File: src/hdl/tanimoto_fingerprint_score_core_assert.svh
// Assertion macros shared by the Tanimoto score core modules.
`ifndef TANIMOTO_FINGERPRINT_SCORE_CORE_ASSERT_SVH
`define TANIMOTO_FINGERPRINT_SCORE_CORE_ASSERT_SVH

// Same-cycle implication, sampled on clk, off while arst_n is low.
`define TFS_ASSERT_IMP(lbl, ante, cons, msg) \
	lbl: assert property (@(posedge clk) disable iff (!arst_n) (ante) |-> (cons)) \
		else $error(msg);

// Next-cycle implication, sampled on clk, off while arst_n is low.
`define TFS_ASSERT_NXT(lbl, ante, cons, msg) \
	lbl: assert property (@(posedge clk) disable iff (!arst_n) (ante) |=> (cons)) \
		else $error(msg);

`endif

File: src/hdl/tfs_pkg.sv
// Shared constants, types and helper functions of the Tanimoto score core.
package tfs_pkg;

	localparam int MAX_BITS = 1024;
	localparam int WORD_W   = 64;
	localparam int PC_W     = $clog2(WORD_W + 1);
	localparam int CNT_W    = $clog2(MAX_BITS + 1);
	localparam int DEN_W    = CNT_W + 1;
	localparam int REM_W    = CNT_W + 2;
	localparam int ID_W     = 31;
	localparam int FRAC_W   = 16;
	localparam int SCORE_W  = FRAC_W + 1;
	localparam int STEP_W   = $clog2(SCORE_W);
	localparam int QDEPTH   = 2;
	localparam int QPTR_W   = $clog2(QDEPTH);
	localparam int QCNT_W   = $clog2(QDEPTH + 1);
	localparam int ADDR_W   = 3;
	localparam int DATA_W   = 32;

	localparam logic [SCORE_W-1:0] SCORE_ONE = SCORE_W'(1) << FRAC_W;
	localparam logic [CNT_W-1:0]   CNT_MAX   = CNT_W'(MAX_BITS);

	// register index, taken from paddr[2]
	localparam logic REG_SCORE_CUTOFF = 1'b0;

	typedef struct packed {
		logic [ID_W-1:0]  id;
		logic [CNT_W-1:0] query_ones;
		logic [CNT_W-1:0] target_ones;
		logic [CNT_W-1:0] shared_ones;
	} tfs_totals_t;

	// SWAR population count; byte lanes never exceed 64 so no carries cross
	function automatic logic [PC_W-1:0] popcount(input logic [WORD_W-1:0] w);
		logic [WORD_W-1:0] s2;
		logic [WORD_W-1:0] s4;
		logic [WORD_W-1:0] s8;
		logic [WORD_W-1:0] s16;
		logic [WORD_W-1:0] s32;
		logic [WORD_W-1:0] s64;
		s2  = (w & 64'h5555_5555_5555_5555) + ((w >> 1) & 64'h5555_5555_5555_5555);
		s4  = (s2 & 64'h3333_3333_3333_3333) + ((s2 >> 2) & 64'h3333_3333_3333_3333);
		s8  = (s4 + (s4 >> 4)) & 64'h0F0F_0F0F_0F0F_0F0F;
		s16 = s8 + (s8 >> 8);
		s32 = s16 + (s16 >> 16);
		s64 = s32 + (s32 >> 32);
		return s64[PC_W-1:0];
	endfunction

	function automatic logic [CNT_W-1:0] sat_add(input logic [CNT_W-1:0] total,
	                                             input logic [PC_W-1:0] add);
		logic [DEN_W-1:0] sum;
		sum = {1'b0, total} + DEN_W'(add);
		return (sum > DEN_W'(MAX_BITS)) ? CNT_MAX : sum[CNT_W-1:0];
	endfunction

endpackage

File: src/hdl/tfs_in_if.sv
// Word-pair input channel: valid/ready plus one fingerprint word pair.
interface tfs_in_if;
	import tfs_pkg::*;

	logic              valid;
	logic              ready;
	logic [WORD_W-1:0] query_word;
	logic [WORD_W-1:0] target_word;
	logic [ID_W-1:0]   target_id;
	logic              last_word;

	modport source (output valid, query_word, target_word, target_id, last_word,
	                input ready);
	modport sink   (input valid, query_word, target_word, target_id, last_word,
	                output ready);
endinterface

File: src/hdl/tfs_out_if.sv
// Score output channel: valid/ready plus one scored target.
interface tfs_out_if;
	import tfs_pkg::*;

	logic               valid;
	logic               ready;
	logic [ID_W-1:0]    result_id;
	logic [SCORE_W-1:0] similarity;
	logic               meets_cutoff;

	modport source (output valid, result_id, similarity, meets_cutoff, input ready);
	modport sink   (input valid, result_id, similarity, meets_cutoff, output ready);
endinterface

File: src/hdl/tanimoto_fingerprint_score_core.sv
// Top level of the Tanimoto fingerprint score core: front, queue, back, cutoff register.
//
//  channel  role    handshake          payload
//  -------  ------  -----------------  --------------------------------------------
//  item     sink    valid/ready        query_word, target_word, target_id, last_word
//  result   source  valid/ready        result_id, similarity, meets_cutoff
//  apb      slave   psel/penable/pwrite  score_cutoff at byte address 0
//
// Word beats are taken one per cycle; ready drops only when a last word sits in the
//   popcount stage and the two-entry totals queue is full.
// Each target passes through the back end in order: a pop, the one-bit-a-cycle restoring
//   divider, then a load of the result register.
// Result is registered; the divider starts the next target while it waits.
// Reset (arst_n low) clears the totals, queue, divider control and cutoff at once.
module tanimoto_fingerprint_score_core import tfs_pkg::*; (
	input  logic              clk,
	input  logic              arst_n,
	input  logic              psel,
	input  logic              penable,
	input  logic              pwrite,
	input  logic [ADDR_W-1:0] paddr,
	input  logic [DATA_W-1:0] pwdata,
	output logic [DATA_W-1:0] prdata,
	output logic              pready,
	tfs_in_if.sink            item,
	tfs_out_if.source         result
);

	logic [SCORE_W-1:0] cutoff_q;
	logic               cfg_write;
	tfs_totals_t        push_data;
	tfs_totals_t        head;
	logic               push;
	logic               pop;
	logic               q_full;
	logic               q_empty;

	// Config port: single register, index taken from paddr[2], low bits ignored.
	assign pready    = 1'b1;
	assign cfg_write = psel && penable && pwrite && pready;
	assign prdata    = (paddr[2] == REG_SCORE_CUTOFF) ? DATA_W'(cutoff_q) : '0;

	always_ff @(posedge clk or negedge arst_n) begin
		if (!arst_n) begin
			cutoff_q <= '0;
		end else if (cfg_write && (paddr[2] == REG_SCORE_CUTOFF)) begin
			cutoff_q <= pwdata[SCORE_W-1:0];
		end
	end

	// Front: popcounts registered, then saturating totals; last word pushes a beat.
	tfs_front u_front (
		.clk       (clk),
		.arst_n    (arst_n),
		.item      (item),
		.push      (push),
		.push_data (push_data),
		.q_full    (q_full)
	);

	// Queue decouples word streaming from the per-target division.
	tfs_queue u_queue (
		.clk       (clk),
		.arst_n    (arst_n),
		.push      (push),
		.push_data (push_data),
		.pop       (pop),
		.head      (head),
		.full      (q_full),
		.empty     (q_empty)
	);

	// Back: shared/(query+target-shared) in Q1.16, empty pair scores 1.0.
	tfs_back u_back (
		.clk     (clk),
		.arst_n  (arst_n),
		.q_empty (q_empty),
		.head    (head),
		.pop     (pop),
		.cutoff  (cutoff_q),
		.result  (result)
	);

endmodule

File: src/hdl/tfs_front.sv
// Front end: popcount stage and saturating running totals, one beat a cycle unless stalled.
module tfs_front import tfs_pkg::*; (
	input  logic        clk,
	input  logic        arst_n,
	tfs_in_if.sink      item,
	output logic        push,
	output tfs_totals_t push_data,
	input  logic        q_full
);

	logic             valid_s1;
	logic             last_s1;
	logic [ID_W-1:0]  id_s1;
	logic [PC_W-1:0]  qpc_s1;
	logic [PC_W-1:0]  tpc_s1;
	logic [PC_W-1:0]  spc_s1;
	logic [CNT_W-1:0] qacc_q;
	logic [CNT_W-1:0] tacc_q;
	logic [CNT_W-1:0] sacc_q;
	logic             stall;
	logic             advance;
	logic [CNT_W-1:0] qnext;
	logic [CNT_W-1:0] tnext;
	logic [CNT_W-1:0] snext;

	// only a last word needs a queue slot
	assign stall      = valid_s1 && last_s1 && q_full;
	assign advance    = valid_s1 && !stall;
	assign item.ready = !stall;

	assign qnext = sat_add(qacc_q, qpc_s1);
	assign tnext = sat_add(tacc_q, tpc_s1);
	assign snext = sat_add(sacc_q, spc_s1);

	assign push      = advance && last_s1;
	assign push_data = '{id: id_s1, query_ones: qnext, target_ones: tnext,
	                     shared_ones: snext};

	always_ff @(posedge clk or negedge arst_n) begin
		if (!arst_n) begin
			valid_s1 <= 1'b0;
		end else if (!stall) begin
			valid_s1 <= item.valid;
		end
	end

	always_ff @(posedge clk) begin
		if (item.valid && item.ready) begin
			last_s1 <= item.last_word;
			id_s1   <= item.target_id;
			qpc_s1  <= popcount(item.query_word);
			tpc_s1  <= popcount(item.target_word);
			spc_s1  <= popcount(item.query_word & item.target_word);
		end
	end

	always_ff @(posedge clk or negedge arst_n) begin
		if (!arst_n) begin
			qacc_q <= '0;
			tacc_q <= '0;
			sacc_q <= '0;
		end else if (advance) begin
			if (last_s1) begin
				qacc_q <= '0;
				tacc_q <= '0;
				sacc_q <= '0;
			end else begin
				qacc_q <= qnext;
				tacc_q <= tnext;
				sacc_q <= snext;
			end
		end
	end

endmodule

File: src/hdl/tfs_queue.sv
// Two-entry queue of finished totals between front end and divider.
module tfs_queue import tfs_pkg::*; (
	input  logic        clk,
	input  logic        arst_n,
	input  logic        push,
	input  tfs_totals_t push_data,
	input  logic        pop,
	output tfs_totals_t head,
	output logic        full,
	output logic        empty
);
`include "tanimoto_fingerprint_score_core_assert.svh"

	tfs_totals_t       mem_q [QDEPTH];
	logic [QPTR_W-1:0] wr_ptr_q;
	logic [QPTR_W-1:0] rd_ptr_q;
	logic [QCNT_W-1:0] count_q;

	assign full  = (count_q == QCNT_W'(QDEPTH));
	assign empty = (count_q == '0);
	assign head  = mem_q[rd_ptr_q];

	always_ff @(posedge clk) begin
		if (push) begin
			mem_q[wr_ptr_q] <= push_data;
		end
	end

	always_ff @(posedge clk or negedge arst_n) begin
		if (!arst_n) begin
			wr_ptr_q <= '0;
			rd_ptr_q <= '0;
			count_q  <= '0;
		end else begin
			if (push) begin
				wr_ptr_q <= (wr_ptr_q == QPTR_W'(QDEPTH - 1)) ? '0 : wr_ptr_q + 1'b1;
			end
			if (pop) begin
				rd_ptr_q <= (rd_ptr_q == QPTR_W'(QDEPTH - 1)) ? '0 : rd_ptr_q + 1'b1;
			end
			unique case ({push, pop})
				2'b10:   count_q <= count_q + 1'b1;
				2'b01:   count_q <= count_q - 1'b1;
				default: count_q <= count_q;
			endcase
		end
	end

	`TFS_ASSERT_IMP(a_no_overflow, push, !full, "push into full totals queue")
	`TFS_ASSERT_IMP(a_no_underflow, pop, !empty, "pop from empty totals queue")
	`TFS_ASSERT_IMP(a_count_bound, 1'b1, count_q <= QCNT_W'(QDEPTH),
		"totals queue count out of range")

endmodule

File: src/hdl/tfs_back.sv
// Back end: restoring divider for the score and the registered result beat.
module tfs_back import tfs_pkg::*; (
	input  logic               clk,
	input  logic               arst_n,
	input  logic               q_empty,
	input  tfs_totals_t        head,
	output logic               pop,
	input  logic [SCORE_W-1:0] cutoff,
	tfs_out_if.source          result
);
`include "tanimoto_fingerprint_score_core_assert.svh"

	typedef enum logic [1:0] {
		ST_IDLE,
		ST_DIV,
		ST_DONE
	} state_t;

	state_t             state_q;
	logic [DEN_W-1:0]   den_q;
	logic [REM_W-1:0]   rem_q;
	logic [SCORE_W-1:0] quo_q;
	logic [STEP_W-1:0]  step_q;
	logic [ID_W-1:0]    id_q;
	logic               zero_q;
	logic               out_valid_q;
	logic [ID_W-1:0]    out_id_q;
	logic [SCORE_W-1:0] out_sim_q;
	logic               out_meets_q;

	logic [DEN_W-1:0]   den_new;
	logic               fits;
	logic [REM_W-1:0]   rem_next;
	logic [SCORE_W-1:0] sim;
	logic               out_free;

	assign pop = (state_q == ST_IDLE) && !q_empty;

	assign den_new = DEN_W'(head.query_ones) + DEN_W'(head.target_ones)
	               - DEN_W'(head.shared_ones);

	// one quotient bit per cycle; remainder kept pre-shifted for the next bit
	assign fits     = (rem_q >= REM_W'(den_q));
	assign rem_next = fits ? (rem_q - REM_W'(den_q)) : rem_q;

	assign sim = zero_q ? SCORE_ONE : ((quo_q > SCORE_ONE) ? SCORE_ONE : quo_q);

	assign out_free = !out_valid_q || result.ready;

	assign result.valid        = out_valid_q;
	assign result.result_id    = out_id_q;
	assign result.similarity   = out_sim_q;
	assign result.meets_cutoff = out_meets_q;

	always_ff @(posedge clk or negedge arst_n) begin
		if (!arst_n) begin
			state_q     <= ST_IDLE;
			out_valid_q <= 1'b0;
		end else begin
			if ((state_q == ST_DONE) && out_free) begin
				out_valid_q <= 1'b1;
			end else if (result.ready) begin
				out_valid_q <= 1'b0;
			end
			unique case (state_q)
				ST_IDLE: begin
					if (pop) begin
						state_q <= ST_DIV;
					end
				end
				ST_DIV: begin
					if (step_q == STEP_W'(SCORE_W - 1)) begin
						state_q <= ST_DONE;
					end
				end
				ST_DONE: begin
					if (out_free) begin
						state_q <= ST_IDLE;
					end
				end
				default: state_q <= ST_IDLE;
			endcase
		end
	end

	always_ff @(posedge clk) begin
		unique case (state_q)
			ST_IDLE: begin
				if (pop) begin
					den_q  <= den_new;
					rem_q  <= REM_W'(head.shared_ones);
					quo_q  <= '0;
					step_q <= '0;
					id_q   <= head.id;
					zero_q <= (den_new == '0);
				end
			end
			ST_DIV: begin
				quo_q  <= {quo_q[SCORE_W-2:0], fits};
				rem_q  <= rem_next << 1;
				step_q <= step_q + 1'b1;
			end
			ST_DONE: begin
				if (out_free) begin
					out_id_q    <= id_q;
					out_sim_q   <= sim;
					out_meets_q <= (sim >= cutoff);
				end
			end
			default: begin
			end
		endcase
	end

	`TFS_ASSERT_IMP(a_sim_range, result.valid, result.similarity <= SCORE_ONE,
		"similarity above 1.0")
	`TFS_ASSERT_NXT(a_pop_starts_div, pop, state_q == ST_DIV,
		"pop did not start a division")
	`TFS_ASSERT_IMP(a_rem_bound, (state_q == ST_DIV) && !zero_q,
		rem_q < (REM_W'(den_q) << 1), "divider remainder out of range")

endmodule
File: src/flat_wrapper.sv
// flat-port wrapper written by rule: the top's interface ports become plain ports
module tanimoto_fingerprint_score_core_flat import tfs_pkg::*;
  (clk, arst_n, psel, penable, pwrite, paddr, pwdata, prdata, pready, item_valid, item_query_word, item_target_word, item_target_id, item_last_word, item_ready, result_valid, result_result_id, result_similarity, result_meets_cutoff, result_ready);
  tfs_in_if item_i ();
  tfs_out_if result_i ();
  input  logic clk;
  input  logic arst_n;
  input  logic psel;
  input  logic penable;
  input  logic pwrite;
  input  logic [ADDR_W-1:0] paddr;
  input  logic [DATA_W-1:0] pwdata;
  output logic [DATA_W-1:0] prdata;
  output logic pready;
  input wire logic [$bits(item_i.valid)-1:0] item_valid;
  input wire logic [$bits(item_i.query_word)-1:0] item_query_word;
  input wire logic [$bits(item_i.target_word)-1:0] item_target_word;
  input wire logic [$bits(item_i.target_id)-1:0] item_target_id;
  input wire logic [$bits(item_i.last_word)-1:0] item_last_word;
  output wire logic [$bits(item_i.ready)-1:0] item_ready;
  output wire logic [$bits(result_i.valid)-1:0] result_valid;
  output wire logic [$bits(result_i.result_id)-1:0] result_result_id;
  output wire logic [$bits(result_i.similarity)-1:0] result_similarity;
  output wire logic [$bits(result_i.meets_cutoff)-1:0] result_meets_cutoff;
  input wire logic [$bits(result_i.ready)-1:0] result_ready;
  assign item_i.valid = item_valid;
  assign item_i.query_word = item_query_word;
  assign item_i.target_word = item_target_word;
  assign item_i.target_id = item_target_id;
  assign item_i.last_word = item_last_word;
  assign item_ready = item_i.ready;
  assign result_valid = result_i.valid;
  assign result_result_id = result_i.result_id;
  assign result_similarity = result_i.similarity;
  assign result_meets_cutoff = result_i.meets_cutoff;
  assign result_i.ready = result_ready;
  tanimoto_fingerprint_score_core u_core (.clk(clk), .arst_n(arst_n), .psel(psel), .penable(penable), .pwrite(pwrite), .paddr(paddr), .pwdata(pwdata), .prdata(prdata), .pready(pready), .item(item_i), .result(result_i));
endmodule
File: config.mk
export PLATFORM = sky130hd
export DESIGN_NAME = tanimoto_fingerprint_score_core_flat
export DESIGN_NICKNAME = d
export VERILOG_FILES = /design/src/hdl/tfs_pkg.sv /design/src/hdl/tfs_in_if.sv /design/src/hdl/tfs_out_if.sv /design/src/hdl/tanimoto_fingerprint_score_core.sv /design/src/hdl/tfs_front.sv /design/src/hdl/tfs_queue.sv /design/src/hdl/tfs_back.sv /design/src/flat_wrapper.sv
export VERILOG_INCLUDE_DIRS = /design/src /design/src/hdl
export SDC_FILE = /design/constraint.sdc
export NUM_CORES = 1
export LEC_CHECK = 0
export BUFFER_PORTS_ARGS = -buffer_cell sky130_fd_sc_hd__buf_2
export CORE_UTILIZATION = 25
export DETAILED_ROUTE_END_ITERATION = 10
export PLACE_DENSITY_LB_ADDON = 0.1
export SETUP_SLACK_MARGIN = 0.05
export SYNTH_ARGS = -nofsm -noshare
export SYNTH_HDL_FRONTEND = slang
export SYNTH_SLANG_ARGS = --single-unit
File: constraint.sdc
create_clock -name clk -period 5.25 [get_ports clk]
set_input_delay 0 -clock clk [delete_from_list [all_inputs] [get_ports clk]]
set_output_delay 0 -clock clk [all_outputs]
set_load 0.005 [all_outputs]
# Word-level counts from Yosys, hierarchy flattened
# Memory sizes are Yosys's and may differ from the RTL's.
# Cells that the tools add are included.
# totals
out_inout_bits	84
latchBits	0
elab_cells	122
ram_bits	128
inputBits	202
n_memories	1
regBits	239
mem_bits_ro	0
# classes
add_sub_neg	29
n_mul	0
shift	0
n_mux	27
div_mod_pow	0
n_reduce_logical	24
bitwise_logic	2
n_eq_ne	9
order_cmp	6
# memory_table
memory	depth	word_bits	rd	rd_ports_with_merged_regs	write_ports	line	rtl
u_core.u_queue.mem_q	2	64	1	0	1	tfs_queue.sv:14	tfs_totals_t mem_q [QDEPTH];
# ops
operator	n
$add A63 B63 Y64	3
$add A62 B62 Y63	3
$add A60 B59 Y60	3
$add A52 B52 Y53	3
$add A39 B37 Y39	3
$mux W17	4
$mux W11	6
$and A64 B64 Y64	1
$add A11 B7 Y12	3
$gt A12 B11 Y1 const B	3
$pmux W17 S2	1
$pmux W13 S2	1
$add A7 B7 Y7	3
$ge A17 B17 Y1	1
$gt A17 B17 Y1 const B	1
$ge A13 B12 Y1	1
$mux W13	1
$add A11 B11 Y12	1
$logic_not A12 Y1	1
$mux W12	1
$sub A12 B11 Y12	1
$sub A12 B12 Y12	1
$logic_and A1 B1 Y1	10
$pmux W5 S2	1
20 further kinds	40

# Logic depth before layout (Yosys ltp)
# Gate-level depths: netlist of run 1.
# logic_depth
depth_word	7
depth_mapped	19
mapped_depth_nobuf	19

# Cells and area by module
# From an unflattened synthesis of run 1, not the netlist that was laid out.
# unflattened
cells_unflattened	2079
area_unflattened_um2	25605.8
# modules_own_cells
mod	area_per_inst_um2	cells_per_inst	seq_area_each_um2	n_inst
tfs_front	13030.0	1258	2442.3	1
tfs_back	6631.4	534	3918.8	1
tfs_queue	5008.6	215	3943.8	1
tanimoto_fingerprint_score_core	935.9	72	425.4	1

# Worst setup path before layout of run 1
# OpenSTA, ideal clock, no wires.
# synth_path
path_type	register to register
start	register u_core.u_queue.count_q[0]
end	memory u_core.u_queue.mem_q[0][0] in the netlist's numbering (enable)
path_stages_with_launch	6
path_buffers	1
arrival_time_ns	3.746
setup_ns	0.486
period_less_slack_ns	4.232
path_slack_ns	1.018
t_required_ns	4.764
cell_sequence	dfrtp_1 -> nand3b_1 -> and2_1 -> clkbuf_1 -> nand2_1 -> nor2_1
# synth_between
elab_chain_cells	7
# synth_rtl
item	line	rtl
start, declared	tfs_queue.sv:17	logic [QCNT_W-1:0] count_q;
start signal, assigned	tfs_queue.sv:42	2'b10: count_q <= count_q + 1'b1;
start signal, assigned	tfs_queue.sv:43	2'b01: count_q <= count_q - 1'b1;
start signal, assigned	tfs_queue.sv:44	default: count_q <= count_q;
$eq A2 B2 Y1	tfs_queue.sv:19	assign full = (count_q == QCNT_W'(QDEPTH));
$logic_and A1 B1 Y1	tfs_front.sv:27	assign stall = valid_s1 && last_s1 && q_full;
$logic_not A1 Y1	-	
$logic_and A1 B1 Y1	tfs_front.sv:28	assign advance = valid_s1 && !stall;
$logic_and A1 B1 Y1	tfs_front.sv:35	assign push = advance && last_s1;
$mux W1	tfs_queue.sv:24	if (push) begin
$mux W1 (not written as such)	tfs_queue.sv:25	mem_q[wr_ptr_q] <= push_data;
end, declared	tfs_queue.sv:14	
# Every way passes these cells.

# Final worst setup path of run 1
# layout_path
start	register u_core.u_queue.rd_ptr_q
end	register u_core.u_back.zero_q, data pin
# layout_between
elab_chain_cells	4
# layout_rtl
item	line	rtl
start, declared	tfs_queue.sv:16	logic [QPTR_W-1:0] rd_ptr_q;
start signal, assigned	tfs_queue.sv:39	rd_ptr_q <= (rd_ptr_q == QPTR_W'(QDEPTH - 1)) ? '0 : rd_ptr_q + 1'b1;
$mem_v2 Z2 W64 (*)	-	
$add A11 B11 Y12	tfs_back.sv:39	assign den_new = DEN_W'(head.query_ones) + DEN_W'(head.target_ones)
$sub A12 B11 Y12 (*)	tfs_back.sv:40	- DEN_W'(head.shared_ones);
named net u_core.u_back.den_new[5]	tfs_back.sv:31	logic [DEN_W-1:0] den_new;
$logic_not A12 Y1 (*)	tfs_back.sv:95	zero_q <= (den_new == '0);
end signal, assigned	tfs_back.sv:95	
end, declared	tfs_back.sv:25	logic zero_q;
# Mark *: on every way through the listed nets, which the timed path passes. The rest lies on a longest branch.
# A chain may end at the register's enable or synchronous reset.

==> results of run 1 <==
==> cell usage after synthesis, types with 5 or more instances <==
cell type / instances / area (sq um)
a31oi_1: 6 / 37.5
o21a_1: 16 / 120
nor2_1: 97 / 364
and2_1: 99 / 619
nand3_1: 7 / 35.0
mux2_2: 64 / 721
nor3_1: 9 / 45.0
edfxtp_1: 309 / 9280
o211ai_1: 5 / 37.5
xnor2_1: 72 / 631
o21ai_0: 42 / 210
nor2b_1: 26 / 163
a21oi_1: 69 / 345
o21bai_1: 10 / 75.1
a22o_1: 8 / 70.1
nand2b_1: 24 / 150
a21o_1: 103 / 773
clkbuf_1: 23 / 86.3
nand4_1: 5 / 31.3
mux2i_1: 29 / 290
a211oi_1: 8 / 60.1
nand2_1: 53 / 199
dfrtp_1: 58 / 1450
o31ai_1: 19 / 143
buf_4: 16 / 120
ha_1: 377 / 4720
inv_1: 173 / 649
xor2_1: 51 / 447
nor4_1: 5 / 31.3
fa_1: 108 / 2160
==> power by group <==
part | switching (uW) | leakage, uW | internal, uW
Clock | 1230 | 0.000712 | 1890
Sequential | 333 | 0.00368 | 4880
Combinational | 7480 | 0.00927 | 6170
Total | 9050 | 0.0137 | 12900
==> sequential cells by signal (all words and copies together) (netlist names), 2 cells and up <==
name	cells
u_core.u_front.id_s1	31
u_core.u_front.tpc_s1	7
u_core.u_front.tacc_q	11
u_core.u_back.result.similarity	17
u_core.u_back.den_q	12
u_core.u_queue.count_q	2
u_core.u_front.qpc_s1	7
u_core.cutoff_q	17
u_core.u_front.sacc_q	11
u_core.u_back.step_q	5
u_core.u_back.state_q	2
u_core.u_front.qacc_q	11
u_core.u_back.result.result_id	31
u_core.u_queue.mem_q	128
u_core.u_back.id_q	31
u_core.u_back.quo_q	17
u_core.u_back.rem_q	13
u_core.u_front.spc_s1	7
==> what timing repair did <==
item | CTS | global route
resized for setup | 0 | 0
hold endpoints to repair | 110 | 0
hold buffers | 52 | 0
==> final timing paths <==
kind	cells past startpoint	startpoint	slack [ps]	to
worst max-delay path	11	u_core.u_queue.rd_ptr_q$_DFFE_PN0P_	1030	u_core.u_back.zero_q$_DFFE_PP_
worst min-delay path	3	arst_n	130	u_core.cutoff_q[11]$_DFFE_PN0P_
worst max register to register	11	u_core.u_queue.rd_ptr_q$_DFFE_PN0P_	1030	u_core.u_back.zero_q$_DFFE_PP_
worst min register to register	0	u_core.u_back.id_q[16]$_DFFE_PP_	410	u_core.u_back.result.result_id[16]$_DFFE_PP_
max in group asynchronous	3	arst_n	4470	u_core.u_queue.rd_ptr_q$_DFFE_PN0P_
min in group clk	2	item_target_id[18]	130	u_core.u_front.id_s1[18]$_DFFE_PP_
==> layout make-up <==
| class | instances | area (sq um) | area share (%) |
|---|---|---|---|
| Clock buffer | 49 | 1120 | 3.80 |
| Tap cell | 1276 | 1600 | 5.42 |
| Clock inverter | 29 | 354 | 1.20 |
| Timing Repair Buffer | 318 | 1920 | 6.54 |
| Multi-Input combinational cell | 1390 | 13100 | 44.4 |
| Inverter | 173 | 649 | 2.21 |
| Sequential cell | 367 | 10700 | 36.5 |
==> per-layer routing <==
metal	vias to the layer above	GRT usage, %	wire length (um)
met1	7333	14.0	24800
met3	58	1.17	1460
met5	-	0	0
met2	206	21.0	28800
met4	0	2.91	986
li1	7662	-	-
==> worst max-delay path: cells and delay by family, from the launching register on <==
family	cells	cell delay [ps]
compound gates	2	510
buf+inv	2	340
xor+xnor	1	190
flops	1	630
mux	1	380
fa+ha+maj	2	730
simple gates	3	1210
==> kinds of logic after synthesis <==
family / count (synthesis) / synth area share (%)
AO/OA/AOI/OAI: 316 / 8.62
XOR/XNOR: 123 / 4.38
adder cells (fa/ha/maj): 485 / 27.9
buffers and inverters: 220 / 3.64
flip-flops: 367 / 43.6
multiplexers: 93 / 4.11
other: 2 / 0.0305
AND/OR/NAND/NOR: 357 / 7.69
==> per-stage QoR <==
step                      power (uW)  utilization [%]  instances  hold slack (ps)
after global placement         18900             28.3       3472              178
after global routing           24300             30.3       3602              110
after floorplan                15700                -       1977             -296
after detailed placement       19200             28.3       3472              179
after CTS                      22600             30.3       3602             82.7
final                          22000             30.3       3602              125
==> flow_summary_export.csv, run 1 <==
group,metric,value,unit
setup_path,critPathLaunchType,"register",
global_routing,first_global_vias,16585,
route,drcViolationCount,0,
setup_path,slowest_delay,630,ps
route,wl_per_cell,15.5,um
global_routing,grt_pass1_wl,89200,um
route,vias,15259,
global_routing,track_usage,11.4,%
global_routing,grt.overflow.total,0,
setup_path,path_max_fanout,25,
yosys,synth_flop_cell,"edfxtp_1",
floorplanning,die_h,316,um
setup_path,worstPathArrival,4570,ps
sta,fmax,237,MHz
floorplanning,row_count,114,
clock_tree,cts_buffer_depth,3,
yosys,synth.distinct_cells,65,
pwr,p_leak,0.0137,uW
route,antenna_left,0,
floorplanning,initial_core_util,25.3,%
floorplanning,ios,286,
sta,clock_skew,31.1,ps
clock_tree,cts_tree,"yes",
layout,mostFrequentLayoutCells,"ha_1, edfxtp_1, buf_2",
route,viasPerCell,4.24,
clock_tree,post-cts-setup-buffers,0,
outcome,status,"finished, final reports clean",
sta,worst_slew_pin_slew,1150,ps
layout,fillers,9868,
setup_path,critical_path_class,"reg -> reg",
layout,num-nets-final,2979,
route,dr.pass1.iters,5,
floorplanning,die-width,316,um
pwr,powerDensity,747,nW/um^2
yosys,synth_edf_count,309,
sta,drv_slew,0,
yosys,syn-instance-count,1963,
clock_tree,cts.htree.levels,2,
sta,setup_viol,0,
sta,fin_crit_sh,80.4,%
layout,layout_commonest_cell,"ha_1",
global_routing,grt_start_max_net_pins,65,
setup_path,crit_slowest_cell,"dfrtp_2",
layout,areaGrowthSynthToFinish,19.6,%
clock_tree,clk_pin_slew,60,ps
clock_tree,cts.sinks,367,
place,dp_hpwl,43900,um
yosys,ys_ff_latch,367,
sta,layout_min_cycle_time,4220,ps
route,first_iter_violations,574,
layout,fin_area,29400,sq um
yosys,ys_warn_count,0,
floorplanning,dieArea,99700,sq um
yosys,yosysSeqAreaShare,43.6,%
sta,finalSetupTns,0,ps
place,port_buffers,252,
setup_path,critPathRequiredTime,5600,ps
setup_path,crit_chain,"buf_12 > mux2i_1 > fa_1 > inv_1 > ha_1 > a21oi_1 > o31ai_1 > xor2_1 > or4b_1 > or4_1 > nor4_2",
yosys,async_flop_share,15.8,%
hold_path,hold_path_class,"in -> async",
sta,slew_headroom,23.0,%
floorplanning,design.core.area,97100,sq um
sta,hold_viol,0,
pwr,irDropWorstVdd,631,uV
place,placed_area,27400,sq um
layout,num_antenna_cells,0,
yosys,syn_avg_cell_area,12.5,sq um
job,maxCapViolations,0,
place,gp_congestion,0.793,
clock_tree,root_buffer,"clkbuf_16",
setup_path,cp-end-kind,"register",
sta,rsz0062_at_grt,"no",
layout,drive_above_1_share,17.9,%
yosys,syn_area,24600,sq um
clock_tree,cts_made_buffers,42,
clock_tree,clk_latency,580,ps
route,wirelength,56000,um
global_routing,antenna_found_initial,0,
sta,timing.final.ws_setup,1030,ps
place,pre_cts_ws,617,ps
Power figures use the tool's default switching activity.
==> run 2, diff against run 1 <==
--- a/config.mk
+++ b/config.mk
@@ -6,6 +6,7 @@
 export SDC_FILE = /design/constraint.sdc
 export NUM_CORES = 1
 export LEC_CHECK = 0
+export ABC_AREA = 1
 export BUFFER_PORTS_ARGS = -buffer_cell sky130_fd_sc_hd__buf_2
 export CORE_UTILIZATION = 25
 export DETAILED_ROUTE_END_ITERATION = 10
==> constraint.sdc (replaced) <==
create_clock -name clk -period 3.7 [get_ports clk]
set_input_delay 0 -clock clk [delete_from_list [all_inputs] [get_ports clk]]
set_output_delay 0 -clock clk [all_outputs]
set_load 0.005 [all_outputs]
==> run 2 against run 1 <==
The run now ends with setup timing left. First-iteration DRC count increased by 2.3%. Worst setup slack got worse by 1000 ps. Utilization increased by 3.3 points. Hold slack got worse by 66 ps. Area after synthesis increased by 3.1%. Non-clock buffer count increased by 161. Critical endpoint is now u_core.u_front.spc_s1[5]$_DFFE_PP_. Clock skew decreased by 17 ps. Critical path depth increased by 8. Critical path type is now in -> reg. Die area increased by 3.1%. Via count increased by 19%.
==> flow_summary_export.csv, run 2 <==
group,metric,value,unit
route,antenna_left,0,
layout,layout_commonest_cell,"nand2_1",
floorplanning,initial_core_util,25.3,%
yosys,async_flop_share,15.8,%
route,viasPerCell,4.13,
layout,final_cells,4415,
layout,largest_reg_flops,128,
global_routing,grt_pass1_wl,101000,um
floorplanning,ios,286,
global_routing,first_global_vias,19333,
setup_path,crit_top_cell,"fa_2",
setup_path,critPathLaunchType,"input pin",
route,first_iter_violations,587,
sta,timing.final.ws_setup,-6.42,ps
setup_path,r2r_slack,430,ps
sta,drv_slew,0,
setup_path,path_max_fanout,2,
hold_path,hp-start,"penable",
sta,fmax,270,MHz
sta,rsz0062_at_grt,"yes",
route,drcViolationCount,0,
setup_path,timing.rr.end,"u_core.u_back.zero_q$_DFFE_PP_",
layout,num_antenna_cells,0,
layout,drive_above_1_share,28.1,%
yosys,synth_edf_count,309,
layout,regMostFlops,"u_core.u_queue.mem_q",
floorplanning,die-width,321,um
route,vias,18216,
setup_path,cp-end-kind,"register",
floorplanning,die_h,321,um
yosys,syn_avg_cell_area,9.99,sq um
sta,slew_headroom,30.5,%
yosys,synth_area_leaders,"edfxtp_1, ha_1, fa_1, nand2_1, inv_1",
sta,setup_viol,1,
global_routing,antenna_found_initial,0,
route,wl_per_cell,14.1,um
route,wirelength,62500,um
clock_tree,cts.sinks,367,
sta,worst_slew_pin_slew,1040,ps
setup_path,crit_slowest_cell,"fa_2",
yosys,ys_ff_latch,367,
hold_path,hold-path-cell-count,5,
setup_path,worstPathArrival,4010,ps
global_routing,grt_start_max_net_pins,60,
layout,fin_area,33700,sq um
hold_path,holdPathEnd,"u_core.cutoff_q[8]$_DFFE_PN0P_",
clock_tree,cts_tree,"yes",
hold_path,hold_path_class,"in -> reg",
clock_tree,root_buffer,"clkbuf_16",
layout,areaGrowthSynthToFinish,32.7,%
yosys,synth.distinct_cells,46,
place,gp_congestion,0.802,
place,pre_cts_ws,-816,ps
sta,layout_min_cycle_time,3710,ps
sta,clock_skew,14.1,ps
sta,fin_crit_sh,100,%
place,dp_hpwl,49100,um
clock_tree,clk_latency,560,ps
clock_tree,cts_buffer_depth,3,
setup_path,rr_startpoint,"u_core.u_queue.rd_ptr_q$_DFFE_PN0P_",
yosys,synth_flop_cell,"edfxtp_1",
yosys,syn-instance-count,2539,
yosys,synth_top_area_share,36.6,%
layout,regArea,10700,sq um
place,port_buffers,252,
yosys,yosysSeqAreaShare,42.3,%
outcome,status,"finished with violations",
layout,multiInputGateArea,15000,sq um
yosys,syn_area,25400,sq um
setup_path,slowest_delay,610,ps
clock_tree,clk_pin_slew,60,ps
setup_path,reg2reg_depth,13,
global_routing,grt.overflow.total,0,
yosys,yosysMostFrequentCell,"nand2_1",
sta,hold_viol,0,
yosys,ys_warn_count,0,
setup_path,crit_chain,"buf_2 > nand2_4 > inv_2 > ha_4 > ha_2 > fa_1 > fa_2 > inv_1 > fa_2 > inv_2 > fa_2 > ha_4 > nand2_2 > nor2_2 > a211oi_2 > nor2_1 > o21ai_1 > nand2_1 > xor2_1",
setup_path,critPathRequiredTime,4000,ps
layout,fillers,10212,
layout,utilization,33.6,%
floorplanning,dieArea,103000,sq um
layout,mostFrequentLayoutCells,"nand2_1, inv_1, edfxtp_1",
layout,num-nets-final,3713,
place,dp_cells,4269,
yosys,synth_commonest_cells,"nand2_1, inv_1, ha_1",
clock_tree,cts.htree.levels,2,
floorplanning,design.core.area,100000,sq um
clock_tree,cts_made_buffers,40,
outcome,violations,"setup timing",
job,maxCapViolations,0,
yosys,synth.largest_area_cell,"edfxtp_1",
floorplanning,row_count,116,
global_routing,track_usage,12.2,%
route,dr.pass1.iters,7,
place,placed_area,30500,sq um
setup_path,critical_path_class,"in -> reg",
==> run 2: cell types whose count changed after synthesis, sizes merged, moves of 31 or more <==
cell	before	now
nand3	7	138
xor2	51	82
nand2	53	544
and2	99	6
inv	173	406
a21o	103	4
xnor2	72	21
a21oi	70	127
mux2	64	0
nor2	97	165
==> run 2: kinds of logic after synthesis <==
family	Yosys count	share of synthesized area (%)
simple gates	906	14.8
fa+ha+maj	485	27.1
buf+inv	455	7.16
flops	367	42.3
compound gates	202	4.26
xor+xnor	103	3.56
mux	19	0.749
other cells	2	0.0296
==> run 2: per-layer routing <==
metal / track usage, % / vias to the layer above / part of all wire [%]
li1: - / 9317 / -
met5: 0 / - / 0
met2: 22.5 / 207 / 52
met3: 1.43 / 69 / 2.5
met1: 14.9 / 8623 / 44
met4: 3.32 / 0 / 2.1
==> run 2: timing repair <==
action / in CTS / in global routing
pin swaps: 58 / 126
buffers inserted: 7 / 15
endpoints found under the hold margin: 76 / 0
hold buffers: 55 / 0
endpoints found under the setup margin: 9 / 13
resized for setup: 62 / 175
==> run 2: worst max-delay path by stage <==
stage / from / end / cells after the start
floorplan: u_core.u_front.last_s1$_DFFE_PP_ / u_core.u_queue.mem_q[0][0]$_DFFE_PP_ / 5
global placement: item_query_word[20] / u_core.u_front.spc_s1[5]$_DFFE_PP_ / 22
detailed placement: item_query_word[27] / u_core.u_front.spc_s1[5]$_DFFE_PP_ / 21
CTS: item_target_word[22] / u_core.u_front.spc_s1[5]$_DFFE_PP_ / 22
global route: item_target_word[28] / u_core.u_front.tpc_s1[5]$_DFFE_PP_ / 19
finish: item_query_word[31] / u_core.u_front.spc_s1[5]$_DFFE_PP_ / 19
==> run 2: final cells by class <==
class,count,area share [%]
tap,1357,5.04
clock buffer,55,3.30
timing repair buffer,479,10.0
sequential,367,31.9
multi-input combinational,1731,44.6
clock inverter,19,0.613
inverter,407,4.54
==> run 2: worst max-delay path, delay by kind of cell <==
kind / cells / cell delay, ps
simple gates: 5 / 310
compound gates: 2 / 360
fa+ha+maj: 7 / 2890
xor+xnor: 1 / 160
buf+inv: 4 / 280
==> run 2: through the flow <==
step / TNS (ps) / hold WS [ps]
detailed placement: -9400 / 13.7
CTS: -31.8 / 6.69
global route: -457 / 83.3
finish: -6.42 / 59.1
floorplan: -64440 / -296
global placement: -8920 / 9.04
Power of run 2 is not shown: default switching activity piles up to over one toggle a cycle in this logic, so the estimate is an artifact.
